$ cat src/amc_pkg.sv
`timescale 1ns / 1ps
// ----------------------------------------------------------------------------
// amc_pkg
// Shared types and codes for the alpha matte compositor: pixel byte type,
// byte order codes, register indexes and the sideband carried with a pixel.
// ----------------------------------------------------------------------------
package amc_pkg;

  typedef logic [7:0] pix_byte_t;

  // Byte order codes, as written to the pixel order register
  localparam logic [1:0] ORDER_RGBA = 2'd0;
  localparam logic [1:0] ORDER_BGRA = 2'd1;
  localparam logic [1:0] ORDER_ABGR = 2'd2;
  localparam logic [1:0] ORDER_ARGB = 2'd3;

  // Configuration register indexes
  localparam int unsigned CfgIdxW = 3;
  localparam logic [CfgIdxW-1:0] REG_PIXEL_ORDER = 3'd0;
  localparam logic [CfgIdxW-1:0] REG_PREMULT    = 3'd1;
  localparam logic [CfgIdxW-1:0] REG_MATTE_RED  = 3'd2;
  localparam logic [CfgIdxW-1:0] REG_MATTE_GRN  = 3'd3;
  localparam logic [CfgIdxW-1:0] REG_MATTE_BLU  = 3'd4;

  localparam pix_byte_t BYTE_FULL  = 8'hFF;
  localparam logic [15:0] ROUND_HALF = 16'd128;

  // Per-pixel sideband that rides along the pipeline
  typedef struct packed {
    logic [1:0] order;
    logic       line_end;
    logic       frame_end;
  } side_t;

endpackage

$ cat src/amc_byte_mul.sv
`timescale 1ns / 1ps
// ----------------------------------------------------------------------------
// amc_byte_mul
// Two-stage exact rounded byte product: i = x*y + 128; (i + (i >> 8)) >> 8.
// Stage one registers the raw product, stage two the rounded byte.
// ----------------------------------------------------------------------------
module amc_byte_mul (
  input  logic              clk_i,
  input  amc_pkg::pix_byte_t x_i,
  input  amc_pkg::pix_byte_t y_i,
  output amc_pkg::pix_byte_t prod_o
);
  import amc_pkg::*;

  logic [15:0] prod_d, prod_q;
  logic [15:0] bias;
  logic [15:0] fold;
  pix_byte_t   res_d, res_q;

  // Raw 8x8 product
  assign prod_d = 16'(x_i) * 16'(y_i);

  always_ff @(posedge clk_i) begin
    prod_q <= prod_d;
  end

  // Round: add half, fold the high byte back in, keep the high byte
  assign bias  = prod_q + ROUND_HALF;
  assign fold  = bias + {8'd0, bias[15:8]};
  assign res_d = fold[15:8];

  always_ff @(posedge clk_i) begin
    res_q <= res_d;
  end

  assign prod_o = res_q;

endmodule

$ cat src/alpha_matte_compositor.sv
`timescale 1ns / 1ps
// ----------------------------------------------------------------------------
// alpha_matte_compositor
// Composites a 4-byte pixel over a solid matte color held in registers.
// ----------------------------------------------------------------------------
// A pixel is taken on every clock edge with start_i high; busy_o is always
// low, so one pixel per clock is sustained indefinitely. Each pixel comes
// out on out_valid_o, in order, after the registered steps of channel
// select and multiply, rounding, and sum and repack, and must be taken in
// that cycle since results cannot be held off. Color channels are first
// scaled by alpha unless the premultiplied flag is set, then become
// mul(matte, 255 - alpha) + color, wrapping at 8 bits; output alpha is 255.
// Registers are written through cfg_we_i/cfg_idx_i/cfg_wdata_i; writes to
// unused indexes are dropped. Change them only while no pixel is in flight.
// ----------------------------------------------------------------------------
module alpha_matte_compositor (
  input  logic                          clk_i,
  input  logic                          rst_ni,
  // configuration write port
  input  logic                          cfg_we_i,
  input  logic [amc_pkg::CfgIdxW-1:0]   cfg_idx_i,
  input  logic [7:0]                    cfg_wdata_i,
  // pixel input
  input  logic                          start_i,
  output logic                          busy_o,
  input  amc_pkg::pix_byte_t            in_byte0_i,
  input  amc_pkg::pix_byte_t            in_byte1_i,
  input  amc_pkg::pix_byte_t            in_byte2_i,
  input  amc_pkg::pix_byte_t            in_byte3_i,
  input  logic                          line_end_i,
  input  logic                          frame_end_i,
  // pixel output
  output logic                          out_valid_o,
  output amc_pkg::pix_byte_t            out_byte0_o,
  output amc_pkg::pix_byte_t            out_byte1_o,
  output amc_pkg::pix_byte_t            out_byte2_o,
  output amc_pkg::pix_byte_t            out_byte3_o,
  output logic                          out_line_end_o,
  output logic                          out_frame_end_o
);
  import amc_pkg::*;

  // Configuration registers
  logic [1:0] pixel_order_q;
  logic       premult_q;
  pix_byte_t  matte_red_q, matte_grn_q, matte_blu_q;

  // Pipeline control and sideband
  logic  v1_q, v2_q, v3_q;
  side_t side0, side1_q, side2_q;

  // Stage A signals
  pix_byte_t red, grn, blu, alpha;
  pix_byte_t scale, inv_alpha;
  pix_byte_t col_in   [3];
  pix_byte_t matte_in [3];
  pix_byte_t col_out  [3];
  pix_byte_t shade_out[3];

  // Stage C signals
  pix_byte_t sum[3];
  pix_byte_t ob0_d, ob1_d, ob2_d, ob3_d;
  pix_byte_t ob0_q, ob1_q, ob2_q, ob3_q;
  logic      ole_q, ofe_q;

  // No back pressure: a pixel can enter on every clock
  assign busy_o = 1'b0;

  // Write configuration registers; drop writes to unused indexes
  always_ff @(posedge clk_i or negedge rst_ni) begin
    if (!rst_ni) begin
      pixel_order_q <= ORDER_RGBA;
      premult_q     <= 1'b0;
      matte_red_q   <= '0;
      matte_grn_q   <= '0;
      matte_blu_q   <= '0;
    end else if (cfg_we_i) begin
      case (cfg_idx_i)
        REG_PIXEL_ORDER: pixel_order_q <= cfg_wdata_i[1:0];
        REG_PREMULT:     premult_q     <= cfg_wdata_i[0];
        REG_MATTE_RED:   matte_red_q   <= cfg_wdata_i;
        REG_MATTE_GRN:   matte_grn_q   <= cfg_wdata_i;
        REG_MATTE_BLU:   matte_blu_q   <= cfg_wdata_i;
        default: ;
      endcase
    end
  end

  // Stage A: pick channels out of the pixel by byte order
  always_comb begin
    unique case (pixel_order_q)
      ORDER_RGBA: begin
        red = in_byte0_i; grn = in_byte1_i; blu = in_byte2_i; alpha = in_byte3_i;
      end
      ORDER_BGRA: begin
        red = in_byte2_i; grn = in_byte1_i; blu = in_byte0_i; alpha = in_byte3_i;
      end
      ORDER_ABGR: begin
        red = in_byte3_i; grn = in_byte2_i; blu = in_byte1_i; alpha = in_byte0_i;
      end
      ORDER_ARGB: begin
        red = in_byte1_i; grn = in_byte2_i; blu = in_byte3_i; alpha = in_byte0_i;
      end
      default: begin
        red = in_byte0_i; grn = in_byte1_i; blu = in_byte2_i; alpha = in_byte3_i;
      end
    endcase
  end

  // Premultiplied input scales by full alpha, which the rounded product
  // returns unchanged
  assign scale     = premult_q ? BYTE_FULL : alpha;
  assign inv_alpha = BYTE_FULL - alpha;

  assign col_in[0]   = red;
  assign col_in[1]   = grn;
  assign col_in[2]   = blu;
  assign matte_in[0] = matte_red_q;
  assign matte_in[1] = matte_grn_q;
  assign matte_in[2] = matte_blu_q;

  // Stages A and B: color times alpha, matte times inverse alpha
  for (genvar c = 0; c < 3; c++) begin : g_chan
    amc_byte_mul u_col_mul (
      .clk_i  (clk_i),
      .x_i    (col_in[c]),
      .y_i    (scale),
      .prod_o (col_out[c])
    );
    amc_byte_mul u_matte_mul (
      .clk_i  (clk_i),
      .x_i    (matte_in[c]),
      .y_i    (inv_alpha),
      .prod_o (shade_out[c])
    );
  end

  assign side0 = '{order: pixel_order_q, line_end: line_end_i, frame_end: frame_end_i};

  // Advance valid bits with the multiplier stages
  always_ff @(posedge clk_i or negedge rst_ni) begin
    if (!rst_ni) begin
      v1_q <= 1'b0;
      v2_q <= 1'b0;
      v3_q <= 1'b0;
    end else begin
      v1_q <= start_i & ~busy_o;
      v2_q <= v1_q;
      v3_q <= v2_q;
    end
  end

  // Carry sideband alongside the products
  always_ff @(posedge clk_i) begin
    side1_q <= side0;
    side2_q <= side1_q;
  end

  // Stage C: add matte share to color, wrapping at 8 bits
  for (genvar c = 0; c < 3; c++) begin : g_sum
    assign sum[c] = shade_out[c] + col_out[c];
  end

  // Put channels back at their byte offsets, alpha forced to full
  always_comb begin
    unique case (side2_q.order)
      ORDER_RGBA: begin
        ob0_d = sum[0]; ob1_d = sum[1]; ob2_d = sum[2]; ob3_d = BYTE_FULL;
      end
      ORDER_BGRA: begin
        ob0_d = sum[2]; ob1_d = sum[1]; ob2_d = sum[0]; ob3_d = BYTE_FULL;
      end
      ORDER_ABGR: begin
        ob0_d = BYTE_FULL; ob1_d = sum[2]; ob2_d = sum[1]; ob3_d = sum[0];
      end
      ORDER_ARGB: begin
        ob0_d = BYTE_FULL; ob1_d = sum[0]; ob2_d = sum[1]; ob3_d = sum[2];
      end
      default: begin
        ob0_d = sum[0]; ob1_d = sum[1]; ob2_d = sum[2]; ob3_d = BYTE_FULL;
      end
    endcase
  end

  // Output register
  always_ff @(posedge clk_i) begin
    ob0_q <= ob0_d;
    ob1_q <= ob1_d;
    ob2_q <= ob2_d;
    ob3_q <= ob3_d;
    ole_q <= side2_q.line_end;
    ofe_q <= side2_q.frame_end;
  end

  assign out_valid_o     = v3_q;
  assign out_byte0_o     = ob0_q;
  assign out_byte1_o     = ob1_q;
  assign out_byte2_o     = ob2_q;
  assign out_byte3_o     = ob3_q;
  assign out_line_end_o  = ole_q;
  assign out_frame_end_o = ofe_q;

endmodule

$ cat config.mk
export PLATFORM = sky130hd
export DESIGN_NAME = alpha_matte_compositor
export DESIGN_NICKNAME = d
export VERILOG_FILES = /design/src/amc_pkg.sv /design/src/amc_byte_mul.sv /design/src/alpha_matte_compositor.sv
export SDC_FILE = /design/constraint.sdc
export NUM_CORES = 1
export LEC_CHECK = 0
export ABC_AREA = 1
export BUFFER_PORTS_ARGS = -buffer_cell sky130_fd_sc_hd__buf_2
export CAP_MARGIN = 15
export CELL_PAD_IN_SITES_DETAIL_PLACEMENT = 0
export CELL_PAD_IN_SITES_GLOBAL_PLACEMENT = 2
export CORE_ASPECT_RATIO = 1.25
export CORE_MARGIN = 10
export CORE_UTILIZATION = 30
export CTS_CLUSTER_SIZE = 16
export DETAILED_ROUTE_END_ITERATION = 6
export PLACE_DENSITY = 0.7
export SLEW_MARGIN = 15
export SYNTH_ARGS = -nofsm -noshare
export SYNTH_HDL_FRONTEND = slang
export SYNTH_SLANG_ARGS = --single-unit
$ cat constraint.sdc
create_clock -name clk_i -period 13 [get_ports clk_i]
set_clock_uncertainty 0.2 [all_clocks]
set_input_delay 0.65 -clock clk_i [delete_from_list [all_inputs] [get_ports clk_i]]
set_output_delay 0.65 -clock clk_i [all_outputs]
set_load 0.005 [all_outputs]
==> impl_metrics.yaml, run 1 <==
run_status:
  status: "finished clean"
place:
  io_buffers: 83
  hpwl_mm: 53.1
  place_congestion: 0.833
synthesis:
  synth_nets: 3560
  synthesis.area_sq_mm: 0.0229
  netlist_instances: 3007
  synth_seq_cells: 216
  synth.distinct_cells: 52
  ys.warnings.count: 0
  synth_area_per_cell_sq_um: 7.61
  yosysTopAreaCellShare_pct: 19.2
  ys_top_cells_by_area: "fa_1 (19%), dfxtp_1 (16%), ha_1 (16%)"
  synth_top_area_cell: "fa_1"
  seq_area_frac_synth_pct: 19.6
clock_tree:
  cts_buffers: 28
  ctsResizeCount: 0
  clk_latency_ps: 570
  tritoncts: "done"
  root_buffer: "clkbuf_16"
  path_clk_slew_ps: 60
  clock_sinks: 216
  ctsLongestPathBuffers: 3
  htreeDepth: 1
layout:
  synthToLayoutAreaGrowth_pct: 10.9
  final-seq-area_sq_mm: 0.00448
  nFillCells: 8137
  drive_gt1_share_pct: 6.39
  nets: 3644
  multi_input_area_sq_mm: 0.0159
worst_hold_path:
  hold_path_class: "flip-flop to flip-flop"
floorplan:
  dieArea_sq_mm: 0.0878
  core_area_sq_mm: 0.0758
  dieHeight_um: 329
  initial_core_util_pct: 30.2
  io-pin-count: 85
  std_cell_rows: 113
  die_w_um: 267
grt:
  grt_pass1_wl_mm: 103
  grt.total_usage_pct: 14.5
  grt_pass1_vias: 19600
  grt_antenna_before_repair: 0
  overflow: 0
  grt_max_degree: 40
timing:
  fmax_ghz: 0.155
  slew_viol_final: 0
  setup_violations: 0
  hold_viol_final: 0
  fin_crit_sh_pct: 49.8
  rsz0062_at_grt: "false"
  tns_ps: 0
  worstMarginPinSlew_ps: 1060
  min_period_ps: 6470
  maxSlewHeadroom_pct: 29.0
worst_setup_path:
  path_max_fanout: 39
  startpoint_type: "flip-flop"
  ff2ff_setup_slack_ps: 6530
  critPathKind: "flip-flop to flip-flop"
  required_ps: 13280
  arrival_ps: 6750
  worstSetupEndpointType: "flip-flop"
detailed_routing:
  viasPerCell: 4.52
  ant_nets: 0
  drtPass1Iterations: 5
  wirelength_mm: 62.3
  drc: 0
  wire_per_inst_um: 15.2
  drtIter0Drc: 780
  via_count: 18500
run:
  maxCapViolCount: 0
critical path, cell delays in order (launching register included):
cell	delay [ps]
dfrtp_2	980
o21ai_2	180
buf_4	260
nor2_1	780
inv_1	450
nand2_1	200
fa_1	470
fa_1	550
inv_1	60
fa_1	520
inv_1	50
fa_1	530
inv_1	40
ha_1	340
a21o_1	190
a21oi_1	130
nand2_1	90
a21oi_1	170
xor2_1	170
cell families after synthesis:
logic type,after synthesis,share of synthesized area (%)
compound gates,300,8.59
xor+xnor,97,3.75
fa+ha+maj,504,34.7
buf+inv,654,11.1
flops,216,19.6
other cells,1,0.0164
simple gates,1235,22.2
registers in the layout, summed over array words and instances (netlist names), 2 cells and up:
name                       cells
out_byte1_o                    8
out_byte0_o                    8
g_chan.u_matte_mul.prod_q     48
out_byte2_o                    8
side2_q                        4
side1_q                        4
matte_grn_q                    8
g_chan.u_matte_mul.prod_o     24
out_byte3_o                    8
pixel_order_q                  2
g_chan.u_col_mul.prod_o       24
matte_blu_q                    8
matte_red_q                    8
g_chan.u_col_mul.prod_q       48
worst paths after layout:
kind                             startpoint                        endpoint  cells past startpoint
setup / recovery           pixel_order_q[1]  g_chan[1].u_col_mul.prod_q[14]                     18
hold / removal                   side2_q[0]                 out_frame_end_o                      0
setup reg to reg           pixel_order_q[1]  g_chan[1].u_col_mul.prod_q[14]                     18
hold reg to reg                  side2_q[0]                 out_frame_end_o                      0
max in group asynchronous            rst_ni                pixel_order_q[1]                      2
min in group asynchronous            rst_ni                  matte_blu_q[5]                      2
cell usage after synthesis (all sizes together):
library cell,count
o21bai,18
a21o,15
fa,219
o21ai,87
a221oi,7
o211ai,4
a31oi,9
conb,1
a22oi,4
a211oi,5
nor3,4
xor2,66
nand2,662
inv,602
ha,285
clkbuf,16
a21oi,118
clkinv,10
buf,26
nand3b,15
nor2,364
and2,9
a21boi,6
o22a,1
nand3,142
o21a,3
or2,11
nand4,28
o22ai,11
o221ai,12
dfrtp,30
dfxtp,186
xnor2,31
routing by layer:
| layer | global-route usage, % | vias to the layer above | part of all wire (%) |
|---|---|---|---|
| met5 | 0 | - | 0 |
| li1 | - | 9500 | - |
| met2 | 25.9 | 277 | 49 |
| met3 | 1.56 | 80 | 3.5 |
| met4 | 4.43 | 0 | 2.9 |
| met1 | 17.9 | 8637 | 45 |
cells in the final DEF, fill, tap and decap left out, types with 31 or more instances in the layout:
cell and n:
nor2_1 354, inv_1 593, buf_2 83, nand2_1 659
a21oi_1 110, fa_1 219, xnor2_1 31, xor2_1 65
dfxtp_1 186, ha_1 285, nand3_1 142, o21ai_0 67
per-stage QoR:
stage / hold slack [ps] / instance area, sq um / instances / util [%] / setup WS (ps)
finish: 124 / 25400 / 4090 / 33.5 / 6530
global route: 134 / 25400 / 4089 / 33.5 / 6130
CTS: 125 / 25400 / 4089 / 33.5 / 6570
detailed placement: 112 / 24300 / 4034 / 32.1 / 6590
global placement: 116 / 24300 / 4034 / 32.1 / 6780
floorplan: 110 / 22900 / 3007 / - / 8150
layout make-up:
class	count	share of cell area, %
multi-input combinational	2137	62.5
sequential	216	17.6
inverter	612	9.06
tap	977	4.82
clock buffer	33	2.96
timing repair buffer	96	2.06
clock inverter	18	0.971
antenna	1	0.00986
what timing repair did:
item | CTS | global route
setup buffers | 0 | 0
hold buffers | 4 | 0
hold endpoints to repair | 33 | 0
Power of run 1 is left out: the tool's default activity adds up to more than one toggle a clock period on the data nets, which glitch-free logic cannot reach.
==> inputs of run 2 (changes only) <==
==> constraint.sdc (replaced) <==
create_clock -name clk_i -period 6.2 [get_ports clk_i]
set_clock_uncertainty 0.2 [all_clocks]
set_input_delay 0.31 -clock clk_i [delete_from_list [all_inputs] [get_ports clk_i]]
set_output_delay 0.31 -clock clk_i [all_outputs]
set_load 0.005 [all_outputs]
==> run 2 against run 1 <==
  * Final cell count rose by 0.34%
  * Critical path depth increased by 1
  * Via count grew 0.87%
  * Critical path type unchanged
  * Critical endpoint unchanged
  * Fmax is 12% higher
  * Wire length grew 0.82%
  * First-iteration DRC count fell by 18%
==> impl_metrics.yaml, run 2 (synthesis gave the netlist of run 1 again) <==
run_status:
  status: "finished clean"
timing:
  hold_viol_final: 0
  fin_crit_sh_pct: 93.2
  slew_viol_final: 0
  worstMarginPinSlew_ps: 982
  fmax_ghz: 0.173
  min_period_ps: 5780
  rsz0062_at_grt: "false"
  setup_violations: 0
  hold-worst-slack_ps: 48.2
  tns_ps: 0
  maxSlewHeadroom_pct: 34.3
worst_setup_path:
  path_max_fanout: 26
  ff2ff_setup_slack_ps: 420
  rr_endpoint: "g_chan[1].u_col_mul.prod_q[14]"
  worstSetupEndpointType: "flip-flop"
  cp_slowest_cell: "dfrtp_2"
  path_delay_family: "adder cells"
  crit_path_frequent_cell: "inv_1"
  critPathKind: "flip-flop to flip-flop"
  critical_path_buf_inv_count: 6
  r2r_cells: 19
  rr_startpoint: "pixel_order_q[1]"
  crit_path_cell_trace: "buf_4 -> o21ai_2 -> nor2_2 -> inv_1 -> nand2_1 -> inv_1 -> fa_1 -> inv_1 -> fa_1 -> fa_1 -> inv_1 -> fa_1 -> ha_1 -> inv_1 -> o21bai_1 -> a21oi_1 -> nand2_1 -> a21oi_1 -> xor2_1"
  max_stage_delay_ps: 660
  required_ps: 6470
  startpoint_type: "flip-flop"
  arrival_ps: 6050
grt:
  grt_antenna_before_repair: 2
  grt_max_degree: 31
  overflow: 0
  grt_pass1_vias: 19700
  grt_pass1_wl_mm: 104
  grt.total_usage_pct: 14.6
worst_hold_path:
  min_to: "matte_grn_q[1]"
  min_from: "cfg_wdata_i[1]"
  hold_path_class: "input pin to flip-flop"
  hold_depth: 3
layout:
  top_regs: "g_chan.u_col_mul.prod_q: 48 flops, g_chan.u_matte_mul.prod_q: 48 flops"
  synthToLayoutAreaGrowth_pct: 11.2
  final-seq-area_sq_mm: 0.00448
  nets: 3660
  drive_gt1_share_pct: 6.52
  nFillCells: 8153
  antennaDiodeCount: 0
  multi_input_area_sq_mm: 0.0159
  mostFrequentLayoutCell: "nand2_1"
  final_cell_mix: "nand2_1 (659), inv_1 (593), nor2_1 (354)"
clock_tree:
  clk_latency_ps: 570
  cts_buffers: 27
  ctsLongestPathBuffers: 3
  post_cts_buffers: 0
  clock_sinks: 216
  path_clk_slew_ps: 70
  root_buffer: "clkbuf_16"
  htreeDepth: 1
  tritoncts: "done"
  ctsResizeCount: 0
floorplan:
  std_cell_rows: 113
  die_w_um: 267
  core_area_sq_mm: 0.0758
  io-pin-count: 85
  initial_core_util_pct: 30.2
  dieArea_sq_mm: 0.0878
  dieHeight_um: 329
detailed_routing:
  wirelength_mm: 62.9
  wire_per_inst_um: 15.3
  via_count: 18700
  drc: 0
  ant_nets: 0
  drtIter0Drc: 639
  drtPass1Iterations: 5
  viasPerCell: 4.55
place:
  io_buffers: 83
  place_congestion: 0.859
  hpwl_mm: 53.3
run:
  maxCapViolCount: 0
## run 2: cell types whose count changed in the layout (fill, tap and decap cells not counted), moves of 2 or more
cell,delta
buf_4,+8
bufinv_16,-2
clkbuf_16,-2
clkbuf_8,+2
dlygate4sd3_1,+9
inv_6,-2
## run 2: worst register-to-register path: stages (launching register included)
cell and delay (ps):
dfrtp_2 660, buf_4 370, o21ai_2 120, nor2_2 520, inv_1 360, nand2_1 140, inv_1 60, fa_1 530
inv_1 50, fa_1 500, fa_1 540, inv_1 50, fa_1 470, ha_1 350, inv_1 100, o21bai_1 100
a21oi_1 150, nand2_1 100, a21oi_1 160, xor2_1 150
## run 2: final cells by class
type	instances	area share, %
Multi-Input combinational cell	2137	62.4
Sequential cell	216	17.6
Inverter	612	9.04
Tap cell	977	4.80
Clock buffer	33	2.86
Timing Repair Buffer	113	2.65
Clock inverter	16	0.693
## run 2: repair_timing
| action | CTS | global route |
|---|---|---|
| hold buffers | 13 | 0 |
| hold endpoints to repair | 53 | 0 |
| endpoints found under the setup margin | 0 | 0 |
## run 2: worst max-delay path by stage
stage / end / from / slack, ps / cells after the start
after floorplan: g_chan[1].u_col_mul.prod_q[14] / pixel_order_q[1] / 1350 / 18
after global routing: g_chan[1].u_col_mul.prod_q[14] / pixel_order_q[1] / 5 / 18
after CTS: g_chan[1].u_col_mul.prod_q[14] / pixel_order_q[1] / 390 / 18
after detailed placement: g_chan[1].u_col_mul.prod_q[14] / pixel_order_q[1] / 450 / 18
final: g_chan[1].u_col_mul.prod_q[14] / pixel_order_q[1] / 420 / 19
after global placement: g_chan[1].u_col_mul.prod_q[14] / pixel_order_q[1] / 550 / 18
## run 2: layer usage
layer / part of all wire (%) / GRT usage, % / vias to the layer above / routed length [um]
met5: 0 / 0 / - / 0
met4: 2.7 / 4.27 / 0 / 1700
met3: 3.0 / 1.25 / 71 / 1880
met2: 51 / 26.8 / 267 / 31800
met1: 44 / 17.8 / 8772 / 27500
li1: - / - / 9545 / -
## run 2: metrics by stage
step	instance area (sq um)	cells	utilization [%]	setup slack, ps
2_1_floorplan	22900	3007	-	1350
3_3_place_gp	24400	4042	32.2	546
3_5_place_dp	24400	4042	32.2	452
4_1_cts	25400	4104	33.6	393
5_1_grt	25400	4104	33.6	5.50
6_report	25400	4104	33.6	422
Power of run 2 is left out for the same reason.
==> inputs of run 3 (changes only) <==
--- a/config.mk
+++ b/config.mk
@@ -5,7 +5,6 @@
 export SDC_FILE = /design/constraint.sdc
 export NUM_CORES = 1
 export LEC_CHECK = 0
-export ABC_AREA = 1
 export BUFFER_PORTS_ARGS = -buffer_cell sky130_fd_sc_hd__buf_2
 export CAP_MARGIN = 15
 export CELL_PAD_IN_SITES_DETAIL_PLACEMENT = 0
@@ -15,7 +14,8 @@
 export CORE_UTILIZATION = 30
 export CTS_CLUSTER_SIZE = 16
 export DETAILED_ROUTE_END_ITERATION = 6
-export PLACE_DENSITY = 0.7
+export HOLD_SLACK_MARGIN = 0.12
+export PLACE_DENSITY = 0.66
 export SLEW_MARGIN = 15
 export SYNTH_ARGS = -nofsm -noshare
 export SYNTH_HDL_FRONTEND = slang
==> run 3 against run 2 <==
  * Via count down 13%
  * Sequential share of layout area up 0.50 points
  * Worst hold slack better by 78 ps
  * Critical path type unchanged
==> impl_metrics.yaml, run 3 <==
worst_hold_path:
  hold_path_class: "flip-flop to flip-flop"
  min_from: "side2_q[0]"
  hold_depth: 0
  min_to: "out_frame_end_o"
layout:
  final-seq-area_sq_mm: 0.00448
  mostFrequentLayoutCell: "inv_1"
  fin_cells: 3477
  drive_gt1_share_pct: 11.1
  top_regs: "g_chan.u_col_mul.prod_q: 48 flops, g_chan.u_matte_mul.prod_q: 48 flops"
  nFillCells: 7486
  multi_input_area_sq_mm: 0.0159
  final_cell_mix: "inv_1 (340), ha_1 (285), nor2_1 (223)"
  synthToLayoutAreaGrowth_pct: 12.8
  nets: 3053
clock_tree:
  cts_buffers: 28
  path_clk_slew_ps: 60
  root_buffer: "clkbuf_16"
  ctsLongestPathBuffers: 3
  clk_latency_ps: 570
  clock_sinks: 216
  htreeDepth: 1
  tritoncts: "done"
run_status:
  status: "finished clean"
synthesis:
  synth-edff-count: 0
  synth_top_area_cell: "fa_1"
  yosys-top-cells-count: "inv_1 (340), ha_1 (285), nor2_1 (223)"
  ys_top_cells_by_area: "fa_1 (20%), dfxtp_1 (17%), ha_1 (16%)"
  synth_nets: 2938
  netlist_instances: 2385
  yosysTopAreaCellShare_pct: 20.0
  yosysMostFrequentCell: "inv_1"
  ys.warnings.count: 0
  synth_area_per_cell_sq_um: 9.20
  seq_area_frac_synth_pct: 20.4
  synth.distinct_cells: 83
  ys.flop_type: "dfxtp_1"
  synth_seq_cells: 216
  synthesis.area_sq_mm: 0.0219
  async_reset_ff_share_pct: 13.9
detailed_routing:
  wire_per_inst_um: 16.8
  drc: 0
  ant_nets: 0
  wirelength_mm: 58.4
  drtPass1Iterations: 4
  viasPerCell: 4.67
  via_count: 16300
  drtIter0Drc: 611
worst_setup_path:
  rr_startpoint: "pixel_order_q[1]"
  required_ps: 6460
  crit_path_cell_trace: "buf_4 -> mux2i_1 -> dlygate4sd3_1 -> buf_4 -> nor2_1 -> fa_1 -> inv_1 -> fa_1 -> inv_1 -> ha_1 -> inv_1 -> fa_1 -> inv_1 -> ha_1 -> o21ai_0 -> o21ai_0 -> a31oi_1 -> nor2_1 -> a221o_1 -> xor2_1"
  critPathKind: "flip-flop to flip-flop"
  path_max_fanout: 13
  crit_path_frequent_cell: "inv_1"
  critical_path_buf_inv_count: 7
  cp_slowest_cell: "dlygate4sd3_1"
  path_delay_family: "adder cells"
  max_stage_delay_ps: 630
  startpoint_type: "flip-flop"
  crit_cells: 20
  arrival_ps: 6040
  r2r_cells: 20
  ff2ff_setup_slack_ps: 410
  rr_endpoint: "g_chan[1].u_col_mul.prod_q[14]"
  worstSetupEndpointType: "flip-flop"
floorplan:
  initial_core_util_pct: 30.4
  io-pin-count: 85
  die_w_um: 262
  core_area_sq_mm: 0.0723
  dieHeight_um: 322
  std_cell_rows: 110
  dieArea_sq_mm: 0.0844
grt:
  overflow: 0
  grt_pass1_vias: 17800
  grt.total_usage_pct: 14.2
  grt_antenna_before_repair: 2
  grt_pass1_wl_mm: 96.1
  grt_max_degree: 32
timing:
  rsz0062_at_grt: "false"
  tns_ps: 0
  maxSlewHeadroom_pct: 24.9
  hold_viol_final: 0
  setup_violations: 0
  fmax_ghz: 0.173
  slew_viol_final: 0
  fin_ws_ps: 415
  worstMarginPinSlew_ps: 1120
  min_period_ps: 5790
  fin_crit_sh_pct: 93.3
run:
  maxCapViolCount: 0
place:
  dp_cells: 3401
  place_ws_ps: 292
  place_congestion: 0.845
  hpwl_mm: 48.0
  io_buffers: 83
[run 3: cell types whose count changed after synthesis, moves of 46 or more]
cell	delta
nand2_1	-491
mux2i_1	+46
nor2_1	-131
xnor2_1	+69
nand3_1	-89
and2_1	+133
inv_1	-253
[run 3: worst max path at each step]
stage                                 from                              to
after floorplan           pixel_order_q[1]  g_chan[1].u_col_mul.prod_q[14]
after global placement    pixel_order_q[1]  g_chan[2].u_col_mul.prod_q[13]
after detailed placement  pixel_order_q[1]  g_chan[1].u_col_mul.prod_q[14]
after CTS                 pixel_order_q[1]  g_chan[1].u_col_mul.prod_q[14]
after global routing      pixel_order_q[1]  g_chan[1].u_col_mul.prod_q[14]
final                     pixel_order_q[1]  g_chan[1].u_col_mul.prod_q[14]
[run 3: layout make-up]
cell class	instances	area share [%]
Tap cell	952	4.81
Inverter	342	5.19
Timing Repair Buffer	146	3.81
Clock inverter	19	0.738
Antenna cell	4	0.0404
Multi-Input combinational cell	1766	64.4
Sequential cell	216	18.1
Clock buffer	32	2.89
[run 3: worst register-to-register path, stage by stage (launching register included)]
cell           delay [ps]
dfrtp_4               580
buf_4                 260
mux2i_1               340
dlygate4sd3_1         630
buf_4                 170
nor2_1                 70
fa_1                  410
inv_1                 110
fa_1                  390
inv_1                  60
ha_1                  130
inv_1                  60
fa_1                  530
inv_1                  40
ha_1                  330
o21ai_0               290
o21ai_0               120
a31oi_1               350
nor2_1                 80
a221o_1               360
xor2_1                140
[run 3: cell families (layout without fill, tap and decap cells)]
group	after synthesis	in the layout	synth area share (%)
XOR/XNOR	158	158	6.41
other	1	5	0.0171
flip-flops	216	216	20.4
AO/OA/AOI/OAI	247	247	7.85
buffers and inverters	403	539	7.03
multiplexers	94	94	4.77
AND/OR/NAND/NOR	762	762	17.3
adder cells (fa/ha/maj)	504	504	36.2
[run 3: timing repair]
action | 4_1_cts | 5_1_grt
hold buffers | 20 | 0
endpoints found under the hold margin | 62 | 0
setup buffers | 0 | 1
endpoints found under the setup margin | 0 | 6
gates resized for setup | 0 | 1
[run 3: routing by layer]
metal,track usage [%],vias to the layer above,routed length (um)
li1,-,7960,-
met1,18.0,8028,26500
met2,25.0,203,28700
met3,1.76,59,2020
met4,3.70,0,1260
met5,0,-,0
[run 3: stage by stage]
step | util [%] | cell area, sq um | hold slack, ps
final | 34.3 | 24800 | 126
after global routing | 34.2 | 24700 | 133
after CTS | 34.2 | 24700 | 122
after detailed placement | 32.7 | 23600 | 112
after global placement | 32.7 | 23600 | 116
after floorplan | - | 21900 | -186
Power of run 3 is left out for the same reason.
